--- src/design/dhte_pkg.sv ---
// shared types and constants for the double hashing table engine
// no dependencies; imported by every module of the block
package dhte_pkg;

  localparam int CFG_IDX_W  = 2;
  localparam int CFG_DATA_W = 9;

  localparam logic [CFG_IDX_W-1:0] CFG_MODULUS = 2'd0;
  localparam logic [CFG_IDX_W-1:0] CFG_STEP    = 2'd1;
  localparam logic [CFG_IDX_W-1:0] CFG_LIMIT   = 2'd2;

  localparam logic [CFG_DATA_W-1:0] MODULUS_RST = 9'd256;
  localparam logic [CFG_DATA_W-1:0] STEP_RST    = 9'd7;
  localparam logic [CFG_DATA_W-1:0] LIMIT_RST   = 9'd256;

  localparam logic [1:0] OP_INSERT = 2'd0;
  localparam logic [1:0] OP_DELETE = 2'd1;
  localparam logic [1:0] OP_SEARCH = 2'd2;
  localparam logic [1:0] OP_NONE   = 2'd3;

  localparam logic [2:0] ST_INSERTED  = 3'd0;
  localparam logic [2:0] ST_FULL      = 3'd1;
  localparam logic [2:0] ST_DELETED   = 3'd2;
  localparam logic [2:0] ST_NOT_FOUND = 3'd3;
  localparam logic [2:0] ST_FOUND     = 3'd4;

  localparam logic [1:0] MARK_EMPTY   = 2'd0;
  localparam logic [1:0] MARK_USED    = 2'd1;
  localparam logic [1:0] MARK_DELETED = 2'd2;

  typedef struct packed {
    logic [1:0]  op;
    logic [30:0] key;
  } in_item_t;

  typedef struct packed {
    logic [2:0] status;
    logic [7:0] slot_index;
  } out_item_t;

  typedef enum logic [3:0] {
    S_CLEAR,
    S_IDLE,
    S_DIV_KEY,
    S_LD_STEP,
    S_DIV_STEP,
    S_PROBE_INIT,
    S_READ,
    S_CHECK,
    S_DONE
  } state_t;

  typedef struct packed {
    logic       clr_step;
    logic       accept;
    logic       shift;
    logic       ld_step;
    logic       set_stepm;
    logic       rd_en;
    logic       advance;
    logic       wr_en;
    logic [1:0] wr_mark;
    logic       res_load;
    logic [2:0] res_status;
    logic       out_load;
  } dp_cmd_t;

  typedef struct packed {
    logic       clr_last;
    logic       shift_last;
    logic [1:0] op;
    logic [1:0] mark;
    logic       key_match;
    logic       probe_last;
    logic       out_free;
  } dp_stat_t;

endpackage

--- src/design/dhte_ctrl.sv ---
// controller state machine for the double hashing table engine
// depends on dhte_pkg; drives dhte_dp through command and status structs
module dhte_ctrl (
  input  logic               clk,
  input  logic               rst_n,
  input  logic               in_valid,
  output logic               in_stall,
  input  dhte_pkg::dp_stat_t st,
  output dhte_pkg::dp_cmd_t  cmd
);
  import dhte_pkg::*;

  state_t state_r, state_nxt;
  logic   is_insert, hit, stop_empty;

  assign is_insert  = (st.op == OP_INSERT);
  assign hit        = is_insert ? (st.mark != MARK_USED)
                                : ((st.mark == MARK_USED) && st.key_match);
  assign stop_empty = !is_insert && (st.mark == MARK_EMPTY);

  always_ff @(posedge clk) begin
    if (!rst_n) begin
      state_r <= S_CLEAR;
    end else begin
      state_r <= state_nxt;
    end
  end

  always_comb begin
    state_nxt = state_r;
    unique case (state_r)
      S_CLEAR: begin
        if (st.clr_last) state_nxt = S_IDLE;
      end
      S_IDLE: begin
        if (in_valid) state_nxt = S_DIV_KEY;
      end
      S_DIV_KEY: begin
        if (st.op == OP_NONE) state_nxt = S_DONE;
        else if (st.shift_last) state_nxt = S_LD_STEP;
      end
      S_LD_STEP:    state_nxt = S_DIV_STEP;
      S_DIV_STEP: begin
        if (st.shift_last) state_nxt = S_PROBE_INIT;
      end
      S_PROBE_INIT: state_nxt = S_READ;
      S_READ:       state_nxt = S_CHECK;
      S_CHECK: begin
        if (hit || stop_empty || st.probe_last) state_nxt = S_DONE;
        else state_nxt = S_READ;
      end
      S_DONE: begin
        if (st.out_free) state_nxt = S_IDLE;
      end
      default: state_nxt = S_CLEAR;
    endcase
  end

  always_comb begin
    cmd      = '0;
    in_stall = (state_r != S_IDLE);
    unique case (state_r)
      S_CLEAR: cmd.clr_step = 1'b1;
      S_IDLE:  cmd.accept = in_valid;
      S_DIV_KEY: begin
        if (st.op == OP_NONE) begin
          cmd.res_load   = 1'b1;
          cmd.res_status = ST_NOT_FOUND;
        end else begin
          cmd.shift = 1'b1;
        end
      end
      S_LD_STEP:    cmd.ld_step = 1'b1;
      S_DIV_STEP:   cmd.shift = 1'b1;
      S_PROBE_INIT: cmd.set_stepm = 1'b1;
      S_READ:       cmd.rd_en = 1'b1;
      S_CHECK: begin
        if (hit) begin
          cmd.res_load = 1'b1;
          case (st.op)
            OP_INSERT: begin
              cmd.wr_en      = 1'b1;
              cmd.wr_mark    = MARK_USED;
              cmd.res_status = ST_INSERTED;
            end
            OP_DELETE: begin
              cmd.wr_en      = 1'b1;
              cmd.wr_mark    = MARK_DELETED;
              cmd.res_status = ST_DELETED;
            end
            default: cmd.res_status = ST_FOUND;
          endcase
        end else if (stop_empty || st.probe_last) begin
          cmd.res_load   = 1'b1;
          cmd.res_status = is_insert ? ST_FULL : ST_NOT_FOUND;
        end else begin
          cmd.advance = 1'b1;
        end
      end
      S_DONE:  cmd.out_load = st.out_free;
      default: cmd = '0;
    endcase
  end

endmodule

--- config.mk ---
export PLATFORM = sky130hd
export DESIGN_NAME = dhte_ctrl
export DESIGN_NICKNAME = d
export VERILOG_FILES = /design/src/design/dhte_pkg.sv /design/src/design/dhte_ctrl.sv
export SDC_FILE = /design/constraint.sdc
export NUM_CORES = 1
export LEC_CHECK = 0
export BUFFER_PORTS_ARGS = -buffer_cell sky130_fd_sc_hd__buf_2
export CORE_AREA = 2 2 39 41
export DETAILED_ROUTE_END_ITERATION = 16
export DIE_AREA = 0 0 41 43
export PLACE_DENSITY = 0.72
export SKIP_CTS_REPAIR_TIMING = 1
export SYNTH_ARGS = -nofsm -noshare
export SYNTH_HDL_FRONTEND = slang
export SYNTH_SLANG_ARGS = --single-unit
--- constraint.sdc ---
create_clock -name clk -period 3.46 [get_ports clk]
set_input_delay 0.346 -clock clk [delete_from_list [all_inputs] [get_ports clk]]
set_output_delay 0.346 -clock clk [all_outputs]
set_load 0.02 [all_outputs]
# After elaboration in Yosys (flattened, before gate mapping)

Index checks and enable logic that the tools add are counted.
W data, S select, Z words.

Shifts and indexed selects: 0
Magnitude comparators: 0
Add/subtract/negate cells: 0
Equality and inequality tests: 18
Multiply operators: 0
Divide/modulo/power cells: 0
Bitwise gates (word level): 0
Mux-type cells: 28
Reduce and logical (&&, ||, !) cells: 10

Operators with widths:

| cell                 | count |
|---|---|
| $mux W4              | 11 |
| $pmux W4 S9          | 1 |
| $eq A4 B3 Y1 const B | 4 |
| $pmux W3 S2          | 2 |
| $mux W1              | 10 |
| $eq A4 B2 Y1 const B | 2 |
| $ne A2 B2 Y1 const B | 4 |
| $pmux W4 S2          | 1 |
| $reduce_and A5 Y1    | 1 |
| $eq A2 B1 Y1 const B | 2 |
| $eq A4 B1 Y1 const B | 1 |
| $eq A4 B4 Y1 const B | 1 |
| $logic_not A2 Y1     | 2 |
| $logic_not A4 Y1     | 1 |
| $ne A4 B1 Y1 const B | 1 |
| $logic_or A1 B1 Y1   | 3 |
| $mux W3              | 1 |
| $ne A3 B3 Y1 const B | 1 |
| $eq A2 B2 Y1 const B | 1 |
| $logic_and A1 B1 Y1  | 2 |
| $mux W2              | 1 |
| $ne A2 B1 Y1 const B | 1 |
| $pmux W1 S2          | 1 |
| $logic_not A1 Y1     | 1 |

Flip-flop bits (word level): 4
Word-level logic and storage cells: 57
Memory bits (read-only): 0
Memory bits (writable): 0
Output and inout port bits: 16
Bits in latches: 0
Memories kept: 0
Bits of input ports: 12

# Logic depth before layout (Yosys ltp)

Gate-level depths: netlist of run 1.

Word-level depth: 7
Gate-level depth with buffers: 6
Mapped depth without buffers: 5

# Worst setup path before layout of run 1

OpenSTA, ideal clock, no wires.

Path kind: register -> output
Start point: register state_r[0]
End point: output port cmd[6] in the netlist's numbering
Buffers on the path: 2
Slack: 1.504 ns
Required time: 3.114 ns
Cell stages (with the launch flop): 6
Arrival time: 1.610 ns
Cells stage by stage: dfxtp_1 > clkbuf_1 > nand2_1 > or2_1 > buf_2 > nor4_1

RTL lines:

| what                   | line            | text |
|---|---|---|
| start, declared        | dhte_ctrl.sv:13 | `state_t state_r, state_nxt;` |
| start signal, assigned | dhte_ctrl.sv:25 | `state_r <= state_nxt;` |
| end, declared          | dhte_ctrl.sv:9  | `output dhte_pkg::dp_cmd_t cmd` |

==> qor.csv, run 1 <==
metric,value,unit
outcome,"finished, final reports clean",
cell type with the largest total area after synthesis,dfxtp_1,
Total GRT Usage,18.1,%
# diodes,0,
main area contributors after synthesis,"dfxtp_1, nor2_1, nor3_1, nand2_1, a21oi_1",
Biggest register,state_r,
Bufs on Longest Clock Path,2,
Slew @ Worst Pin,0.523,ns
fillers,164,
detailed-placement wirelength estimate,1070,um
DIE HEIGHT,43,um
Setup Total Neg Slack,0,ns
largest net degree at the start of global routing,18,
capturing element type of the critical path,output pin,
Starting Density,38.3,%
max reg flops,4,
top flop regs,state_r x4,
Netlist Area Pre-Place,531,um2
net count after synthesis,93,
Setup Skew,0.000903,ns
max_slew headroom,65.1,%
critical path data required time,3.11,ns
gate count of the mapped netlist,81,
simple-gate share of the synthesized area,49.5,%
area share of fa/ha/maj cells after synthesis,0,%
CTS tree,built,
post-synthesis compound-gate area fraction,24.1,%
main combinational cell family by area after synthesis,simple AND/OR/NAND/NOR gates,
H-tree Lvls,1,
Leak,0.325,nW
core area,1380,um2
Pwr Density,390,nW/um2
Routed Antenna Nets,0,
r2r setup slk,1.90,ns
mux share of post-synthesis cell area,2.12,%
Residual DRC,0,
first-pass GRT wire length,2290,um
Root Driver,clkbuf_4,
vias in the first global route,580,
detailed-router iteration count before antenna repair,4,
Cell Rows,14,
Die X,41,um
Mean Syn Cell Area,6.55,um2
port buffer count,27,
YS warnings,0,
Ports,28,
Worst setup SP type,flop,
final hold violation count,0,
r2r worst-path depth,4,
die area,1760,um2
total global routing overflow,0,
gpl congestion,0.725,
wire per inst,12.0,um
Worst-path clk slew,0.04,ns
initial drt markers,9,
Worst Path Arrival,1.93,ns
RR Endpoint,state_r[3]$_SDFFE_PN0P_,
R2R Path Start,state_r[1]$_SDFFE_PN0P_,
#FFs+latches synth,4,
Yosys top cell area share,15.1,%
Post-Route WL,1440,um
area delta synth->final,26.4,%
CP startpoint,state_r[1]$_SDFFE_PN0P_,
Worst-Skew Late Latency,0.23,ns
Tot Pwr,0.261,mW
Peak supply drop,0.150,mV
Final Critical Period,2.27,ns
RSZ-0062 raised after global routing,no,
FMAX,440,MHz
register area share after synthesis,15.1,%
# clock sinks,4,
Critical Path Sink,cmd[2],
Num CTS Buffers,3,
Final Setup Violations,0,
xor/xnor share of the synthesized area,0,%
Max Cap Violations,0,
Vias/cell,5.36,
"Distinct cells, synth",31,
initial antenna violation count,0,
fin crit share,65.7,%
Final Net Count,118,
routed vias,643,
Worst Setup Path Type,flop to output pin,
share of layout cells above drive strength 1,33.7,%
crit-path max FO,13,
HP Class,primary input to flop,
Final Max Tran Viols,0,
-- placed cells by master, fill, tap and decap left out, types with 2 or more instances in the layout --
cell type	count
a211o_1	2
a21boi_0	2
a21oi_1	5
buf_2	27
clkbuf_4	3
dfxtp_1	4
inv_1	3
nand2_1	7
nand2b_1	3
nand3_1	4
nor2_1	10
nor2b_1	3
nor3_1	7
nor4_1	3
o21ai_0	3
o32ai_1	2
or2_1	2
or3_1	2
-- cell type report --
type / instances / area [um2] / share of cell area [%]
clock buffer: 3 / 22.5 / 3.36
inverter: 3 / 11.3 / 1.68
multi-input combinational: 67 / 402 / 59.9
sequential: 4 / 80.1 / 11.9
tap: 16 / 20.0 / 2.99
timing repair buffer: 27 / 135 / 20.1
-- Yosys cell counts (all sizes together) --
master,instances
nand3,4
mux2,1
o31ai,1
or2,3
and2,1
nor2,10
a21oi,5
a211oi,1
nand2,7
nor2b,3
nand4b,1
buf,4
inv,3
nor3,7
o22a,1
dfxtp,4
nand2b,4
or3,2
nor4b,1
nor4,3
a21boi,2
a211o,2
nor3b,1
o32ai,2
and2b,1
a22o,1
o21ai,3
clkbuf,3
-- through the flow --
| step | worst slack (ns) | hold WS [ns] | utilization, % | instances | instance area (um2) |
|---|---|---|---|---|---|
| after detailed placement | 1.43 | 0.628 | 46.8 | 117 | 648 |
| after CTS | 1.17 | 0.383 | 48.5 | 120 | 671 |
| after global placement | 1.52 | 0.607 | 46.8 | 117 | 648 |
| after floorplan | 1.50 | 0.468 | - | 81 | 531 |
| final | 1.19 | 0.391 | 48.5 | 120 | 671 |
| after global routing | 1.02 | 0.388 | 48.5 | 120 | 671 |
-- worst min path at each step --
| stage | startpoint | endpoint | cells past startpoint |
|---|---|---|---|
| after floorplan | rst_n | state_r[0]$_SDFFE_PN0P_ | 1 |
| after global placement | rst_n | state_r[0]$_SDFFE_PN0P_ | 2 |
| after detailed placement | rst_n | state_r[0]$_SDFFE_PN0P_ | 2 |
| after CTS | rst_n | state_r[0]$_SDFFE_PN0P_ | 2 |
| after global routing | rst_n | state_r[0]$_SDFFE_PN0P_ | 2 |
| final | rst_n | state_r[0]$_SDFFE_PN0P_ | 2 |
-- power breakdown --
| group | internal [mW] | switching, mW | total (mW) |
|---|---|---|---|
| combinational | 0.0520 | 0.0717 | 0.124 |
| clock | 0.0387 | 0.0180 | 0.0567 |
| sequential | 0.0538 | 0.0272 | 0.0810 |
| total | 0.145 | 0.117 | 0.261 |
-- routing by layer --
layer | part of all wire (%) | wire length (um) | track usage [%] | vias to the layer above
li1 | - | - | - | 337
met1 | 46 | 660 | 23.0 | 282
met2 | 47 | 673 | 29.4 | 24
met3 | 7.1 | 102 | 6.28 | 0
met4 | 0 | 0 | 2.00 | 0
met5 | 0 | 0 | 0 | -
-- critical path: stages, from the launching register on --
cell and delay [ns]:
dfxtp_1 0.55, nand2b_1 0.24, or2_1 0.38, a21oi_1 0.22
a211o_1 0.15, buf_2 0.15
-- cells by family (layout without fill, tap and decap cells) --
family / Yosys count / count (layout)
and+or+nand+nor: 48 / 48
buffers and inverters: 10 / 33
DFF: 4 / 4
AOI/OAI and AO/OA: 18 / 18
muxes: 1 / 1
Power figures use the tool's default switching activity.
==> run 2: changes to the inputs <==
--- a/config.mk
+++ b/config.mk
@@ -6,10 +6,9 @@
 export NUM_CORES = 1
 export LEC_CHECK = 0
 export BUFFER_PORTS_ARGS = -buffer_cell sky130_fd_sc_hd__buf_2
-export CORE_AREA = 2 2 39 41
+export CORE_UTILIZATION = 39
 export DETAILED_ROUTE_END_ITERATION = 16
-export DIE_AREA = 0 0 41 43
-export PLACE_DENSITY = 0.72
+export PLACE_DENSITY = 0.74
 export SKIP_CTS_REPAIR_TIMING = 1
 export SYNTH_ARGS = -nofsm -noshare
 export SYNTH_HDL_FRONTEND = slang
==> constraint.sdc (replaced) <==
create_clock -name clk -period 1.9 [get_ports clk]
set_input_delay 0.19 -clock clk [delete_from_list [all_inputs] [get_ports clk]]
set_output_delay 0.19 -clock clk [all_outputs]
set_load 0.02 [all_outputs]
==> run 2 against run 1 <==
Net effect: first-iteration DRC count grew 44%; die area is 14% lower; sequential power up 40%; clock power is 92% higher; utilization rose by 11 points; non-clock buffer count up 5; critical endpoint unchanged.
==> qor.csv, run 2 (synthesized netlist as in run 1, its figures left out) <==
metric,value,unit,change
R2R Path Start,state_r[0]$_SDFFE_PN0P_,,
Setup Total Neg Slack,0,ns,unchanged
HP Class,primary input to flop,,
vias in the first global route,549,,-5.3%
crit-path max FO,8,,-5
"Cell Area, Placed",683,um2,+5.4%
FF/Latch Area,81.3,um2,+1.6%
initial antenna violation count,0,,unchanged
wire per inst,11.5,um,-4.1%
Final Setup Violations,0,,unchanged
FMAX,567,MHz,
Num CTS Buffers,3,,unchanged
max_slew headroom,75.2,%,+10 points
# clock sinks,4,,unchanged
Final Max Tran Viols,0,,unchanged
Biggest register,state_r,,
Int Pwr,0.287,mW,+98%
fin crit share,92.8,%,
Residual DRC,0,,unchanged
largest net degree at the start of global routing,17,,-1
Pwr Density,722,nW/um2,+85%
Ports,28,,unchanged
Die X,38.9,um,-5.2%
Final Critical Period,1.76,ns,
critical path data required time,1.71,ns,-1.40 ns
"most common cell after layout, fill and taps aside",buf_2,,
gpl congestion,0.740,,+2.1%
core area,1190,um2,-14%
global routing usage on met3,5.20,%,-1.1 points
Bufs on Longest Clock Path,2,,unchanged
# diodes,0,,unchanged
Gate power share,56.4,%,+9.1 points
Worst-path clk slew,0.04,ns,about the same
clock network power share,21.4,%,-0.3 points
RSZ-0062 raised after global routing,no,,
Leak,0.351,nW,+8.0%
Worst setup SP type,flop,,
Total GRT Usage,20.4,%,+2.2 points
CTS tree,built,,
final hold violation count,0,,unchanged
Post-Route WL,1410,um,-1.7%
share of layout cells above drive strength 1,37.6,%,+4.0 points
H-tree Lvls,1,,unchanged
Psw,0.224,mW,+92%
Slew @ Worst Pin,0.368,ns,-0.154 ns
met1 global-route usage,23.0,%,about the same
Worst Path Arrival,1.57,ns,-0.36 ns
Tot Pwr,0.510,mW,+95%
top flop regs,state_r x4,,
port buffer count,27,,unchanged
Starting Density,44.7,%,+6.4 points
Worst-Skew Late Latency,0.24,ns,about the same
die area,1510,um2,-14%
Max Cap Violations,0,,unchanged
RR Endpoint,state_r[0]$_SDFFE_PN0P_,,
capturing element type of the critical path,output pin,,
global route hottest layer,met2,,
share of total power in sequential cells,22.1,%,-8.9 points
r2r setup slk,0.45,ns,-1.45 ns
most frequent cells in the layout,"buf_2, nor2_1, nand2_1, nor3_1",,
Hold Path Depth,2,,unchanged
Setup Skew,0.00109,ns,+0.000189 ns
fillers,121,,-26%
met2 GRT Util,39.6,%,+10 points
DIE HEIGHT,38.9,um,-9.6%
Worst Setup Path Type,flop to output pin,,
Vias/cell,5.40,,+0.75%
routed vias,664,,+3.3%
Worst Hold Endpoint,state_r[0]$_SDFFE_PN0P_,,
max reg flops,4,,unchanged
detailed-router iteration count before antenna repair,4,,unchanged
Root Driver,clkbuf_4,,
switching share of power,43.9,%,-0.83 points
total global routing overflow,0,,unchanged
initial drt markers,13,,+4
Peak supply drop,0.287,mV,+91%
Routed Antenna Nets,0,,unchanged
outcome,"finished, final reports clean",,
area delta synth->final,33.3,%,
Worst Hold Launch,rst_n,,
design area,707,um2,+5.4%
first-pass GRT wire length,2180,um,-4.8%
r2r worst-path depth,5,,+1
detailed-placement wirelength estimate,1110,um,+3.1%
Final Net Count,123,,+4.2%
Cell Rows,12,,-2
footprint of the multi-input gates,402,um2,unchanged
==> run 2: cell count changes in the layout (fill, tap and decap cells not counted) <==
| cell | delta |
|---|---|
| buf_4 | +5 |
| dfxtp_1 | -1 |
| dfxtp_2 | +1 |
==> run 2: routing by layer <==
layer / vias to the layer above / share of wire [%]
met4: 0 / 0
met5: - / 0
li1: 346 / -
met3: 0 / 5.2
met2: 23 / 50
met1: 295 / 45
==> run 2: critical path, stage by stage (launching register included) <==
cell and delay [ns]:
dfxtp_2 0.39, nand2b_1 0.08, or2_1 0.33, nor4b_2 0.25
a211o_1 0.13, buf_2 0.15
==> run 2: metrics by stage <==
step	util (%)	worst slack, ns	hold slack, ns	std cells
4_1_cts	59.5	0.0604	0.208	123
5_1_grt	59.6	0.0761	0.211	123
2_1_floorplan	-	0.100	0.312	81
6_report	59.6	0.137	0.204	123
3_5_place_dp	57.6	0.254	0.449	120
3_3_place_gp	57.6	0.286	0.447	120
==> run 2: final cells by class <==
type / count / area share (%)
clock buffers: 3 / 3.19
inverters: 3 / 1.59
multi-input cells: 67 / 56.8
flip-flops and latches: 4 / 11.5
well taps: 14 / 2.48
repair buffers: 32 / 24.4
==> run 2: how the worst max path moves through the flow <==
stage / end / start / slack [ns]
after detailed placement: cmd[2] / st[6] / 0.25
after global placement: cmd[2] / st[6] / 0.29
after CTS: cmd[2] / state_r[1]$_SDFFE_PN0P_ / 0.06
after global routing: cmd[2] / state_r[1]$_SDFFE_PN0P_ / 0.08
after floorplan: cmd[6] / state_r[0]$_SDFFE_PN0P_ / 0.10
final: cmd[2] / state_r[1]$_SDFFE_PN0P_ / 0.14
==> run 2: power groups by stage <==
| stage | Sequential [mW] | Clock [mW] | Combinational (mW) |
|---|---|---|---|
| floorplan | 0.104 | 0 | 0.207 |
| global placement | 0.112 | 0 | 0.282 |
| detailed placement | 0.112 | 0 | 0.287 |
| CTS | 0.111 | 0.109 | 0.287 |
| global route | 0.114 | 0.117 | 0.321 |
| finish | 0.113 | 0.109 | 0.288 |
==> run 3: changes to the inputs <==
--- a/config.mk
+++ b/config.mk
@@ -6,9 +6,10 @@
 export NUM_CORES = 1
 export LEC_CHECK = 0
 export BUFFER_PORTS_ARGS = -buffer_cell sky130_fd_sc_hd__buf_2
-export CORE_UTILIZATION = 39
+export CORE_AREA = 2 2 39 41
 export DETAILED_ROUTE_END_ITERATION = 16
-export PLACE_DENSITY = 0.74
+export DIE_AREA = 0 0 41 43
+export PLACE_DENSITY = 0.72
 export SKIP_CTS_REPAIR_TIMING = 1
 export SYNTH_ARGS = -nofsm -noshare
 export SYNTH_HDL_FRONTEND = slang
==> constraint.sdc (replaced) <==
create_clock -name clk -period 2.1 [get_ports clk]
set_input_delay 0.21 -clock clk [delete_from_list [all_inputs] [get_ports clk]]
set_output_delay 0.21 -clock clk [all_outputs]
set_load 0.02 [all_outputs]
==> run 3 against run 2 <==
Net effect: wire length down 7.2%; non-clock buffer count down 1; clock power shrank 12%; global-route usage decreased by 3.4 points; highest routed layer unchanged; design area is 0.88% lower; via count shrank 1.1%; utilization decreased by 9.0 points; power fell by 11%.
==> qor.csv, run 3 (synthesized netlist as in run 1, its figures left out) <==
metric,value,unit,change
vias in the first global route,528,,-3.8%
Worst Setup Path Type,flop to output pin,,
detailed-placement wirelength estimate,1040,um,-5.9%
capturing element type of the critical path,output pin,,
Worst-Skew Late Latency,0.23,ns,about the same
H-tree Lvls,1,,unchanged
Starting Density,38.3,%,-6.4 points
detailed-router iteration count before antenna repair,4,,unchanged
# diodes,0,,unchanged
HP Class,primary input to flop,,
Final Critical Period,1.93,ns,
placed cells,121,,+0.83%
top flop regs,state_r x4,,
Slew @ Worst Pin,0.366,ns,-0.00242 ns
Worst Path Arrival,1.72,ns,+0.15 ns
crit-path max FO,12,,+4
Peak supply drop,0.275,mV,-4.2%
Die X,41,um,+5.5%
CP max-delay cell,dfxtp_1,,
Vias/cell,5.30,,-1.9%
DIE HEIGHT,43,um,+11%
max_slew headroom,75.4,%,+0.16 points
Biggest register,state_r,,
Residual DRC,0,,unchanged
first-pass GRT wire length,2130,um,-2.5%
Num CTS Buffers,3,,unchanged
area delta synth->final,32.1,%,
total global routing overflow,0,,unchanged
share of layout cells above drive strength 1,36.1,%,-1.5 points
"Cell Area, Placed",678,um2,-0.73%
wire per inst,10.6,um,-7.9%
Final Setup Violations,0,,unchanged
pre-CTS setup slack,0.415,ns,+0.161 ns
port buffer count,27,,unchanged
Worst setup SP type,flop,,
Hold Slack,0.254,ns,+0.0505 ns
"Buf+Inv Stages, Crit Path",1,,unchanged
max reg flops,4,,unchanged
initial drt markers,4,,-9
CTS tree,built,,
Pwr Density,647,nW/um2,-10%
CP top delay family,flip-flops,,
critical path data required time,1.89,ns,+0.18 ns
"Cell Count, Final, Fillers Out",124,,+0.81%
Routed Antenna Nets,0,,unchanged
routed vias,657,,-1.1%
Max Cap Violations,0,,unchanged
Worst-path clk slew,0.04,ns,about the same
Setup Total Neg Slack,0,ns,unchanged
initial antenna violation count,0,,unchanged
routed wl met2,610,um,-14%
Total GRT Usage,17.0,%,-3.4 points
CP Cell Sequence,nand2b_1 -> or2_1 -> a21oi_1 -> a211o_1 -> buf_2,,
gpl congestion,0.738,,-0.32%
core area,1380,um2,+17%
fin crit share,91.8,%,
Cell Rows,14,,+2
final worst slack,0.171,ns,+0.0340 ns
final hold violation count,0,,unchanged
outcome,"finished, final reports clean",,
Metal-1 WL,592,um,-5.9%
Worst path max stage delay,0.51,ns,+0.12 ns
Setup Skew,0.00313,ns,+0.00204 ns
Final Net Count,122,,-0.81%
Ports,28,,unchanged
Final Max Tran Viols,0,,unchanged
design area,701,um2,-0.88%
Leak,0.345,nW,-1.7%
Final Util,50.6,%,-9.0 points
FMAX,519,MHz,
largest net degree at the start of global routing,13,,-4
die area,1760,um2,+17%
Bufs on Longest Clock Path,2,,unchanged
Tot Pwr,0.453,mW,-11%
Root Driver,clkbuf_4,,
"most common cell after layout, fill and taps aside",buf_2,,
Post-Route WL,1310,um,-7.2%
# clock sinks,4,,unchanged
met3 routed wirelength,107,um,+47%
most frequent cells in the layout,"buf_2, nor2_1, nand2_1, nor3_1, a21oi_1",,
RSZ-0062 raised after global routing,no,,
top sig layer,met3,,
run 3: changes by cell type in the layout (fill, tap and decap cells not counted), sizes merged:
cell | before | now
buf | 32 | 31
run 3: where the power goes:
group / internal, mW / switching, mW
logic: 0.104 / 0.146
registers: 0.0886 / 0.0180
clock network: 0.0640 / 0.0322
total: 0.257 / 0.196
run 3: final timing paths:
check                                from                       to  slack, ns  cells after the start
setup / recovery  state_r[3]$_SDFFE_PN0P_                   cmd[2]       0.17                      5
hold / removal                      rst_n  state_r[0]$_SDFFE_PN0P_       0.25                      2
setup reg to reg  state_r[0]$_SDFFE_PN0P_  state_r[0]$_SDFFE_PN0P_       0.56                      5
hold reg to reg   state_r[2]$_SDFFE_PN0P_  state_r[2]$_SDFFE_PN0P_       0.63                      2
run 3: layout make-up:
cell class	count	area, um2
fillers	147	683
repair buffers	31	165
multi-input cells	67	402
inverters	3	11.3
well taps	16	20.0
flip-flops and latches	4	80.1
clock buffers	3	22.5
run 3: routing by layer:
| metal | vias to the layer above | GRT usage, % |
|---|---|---|
| li1 | 343 | - |
| met1 | 288 | 21.3 |
| met2 | 26 | 27.5 |
| met3 | 0 | 6.28 |
| met4 | 0 | 2.00 |
| met5 | - | 0 |
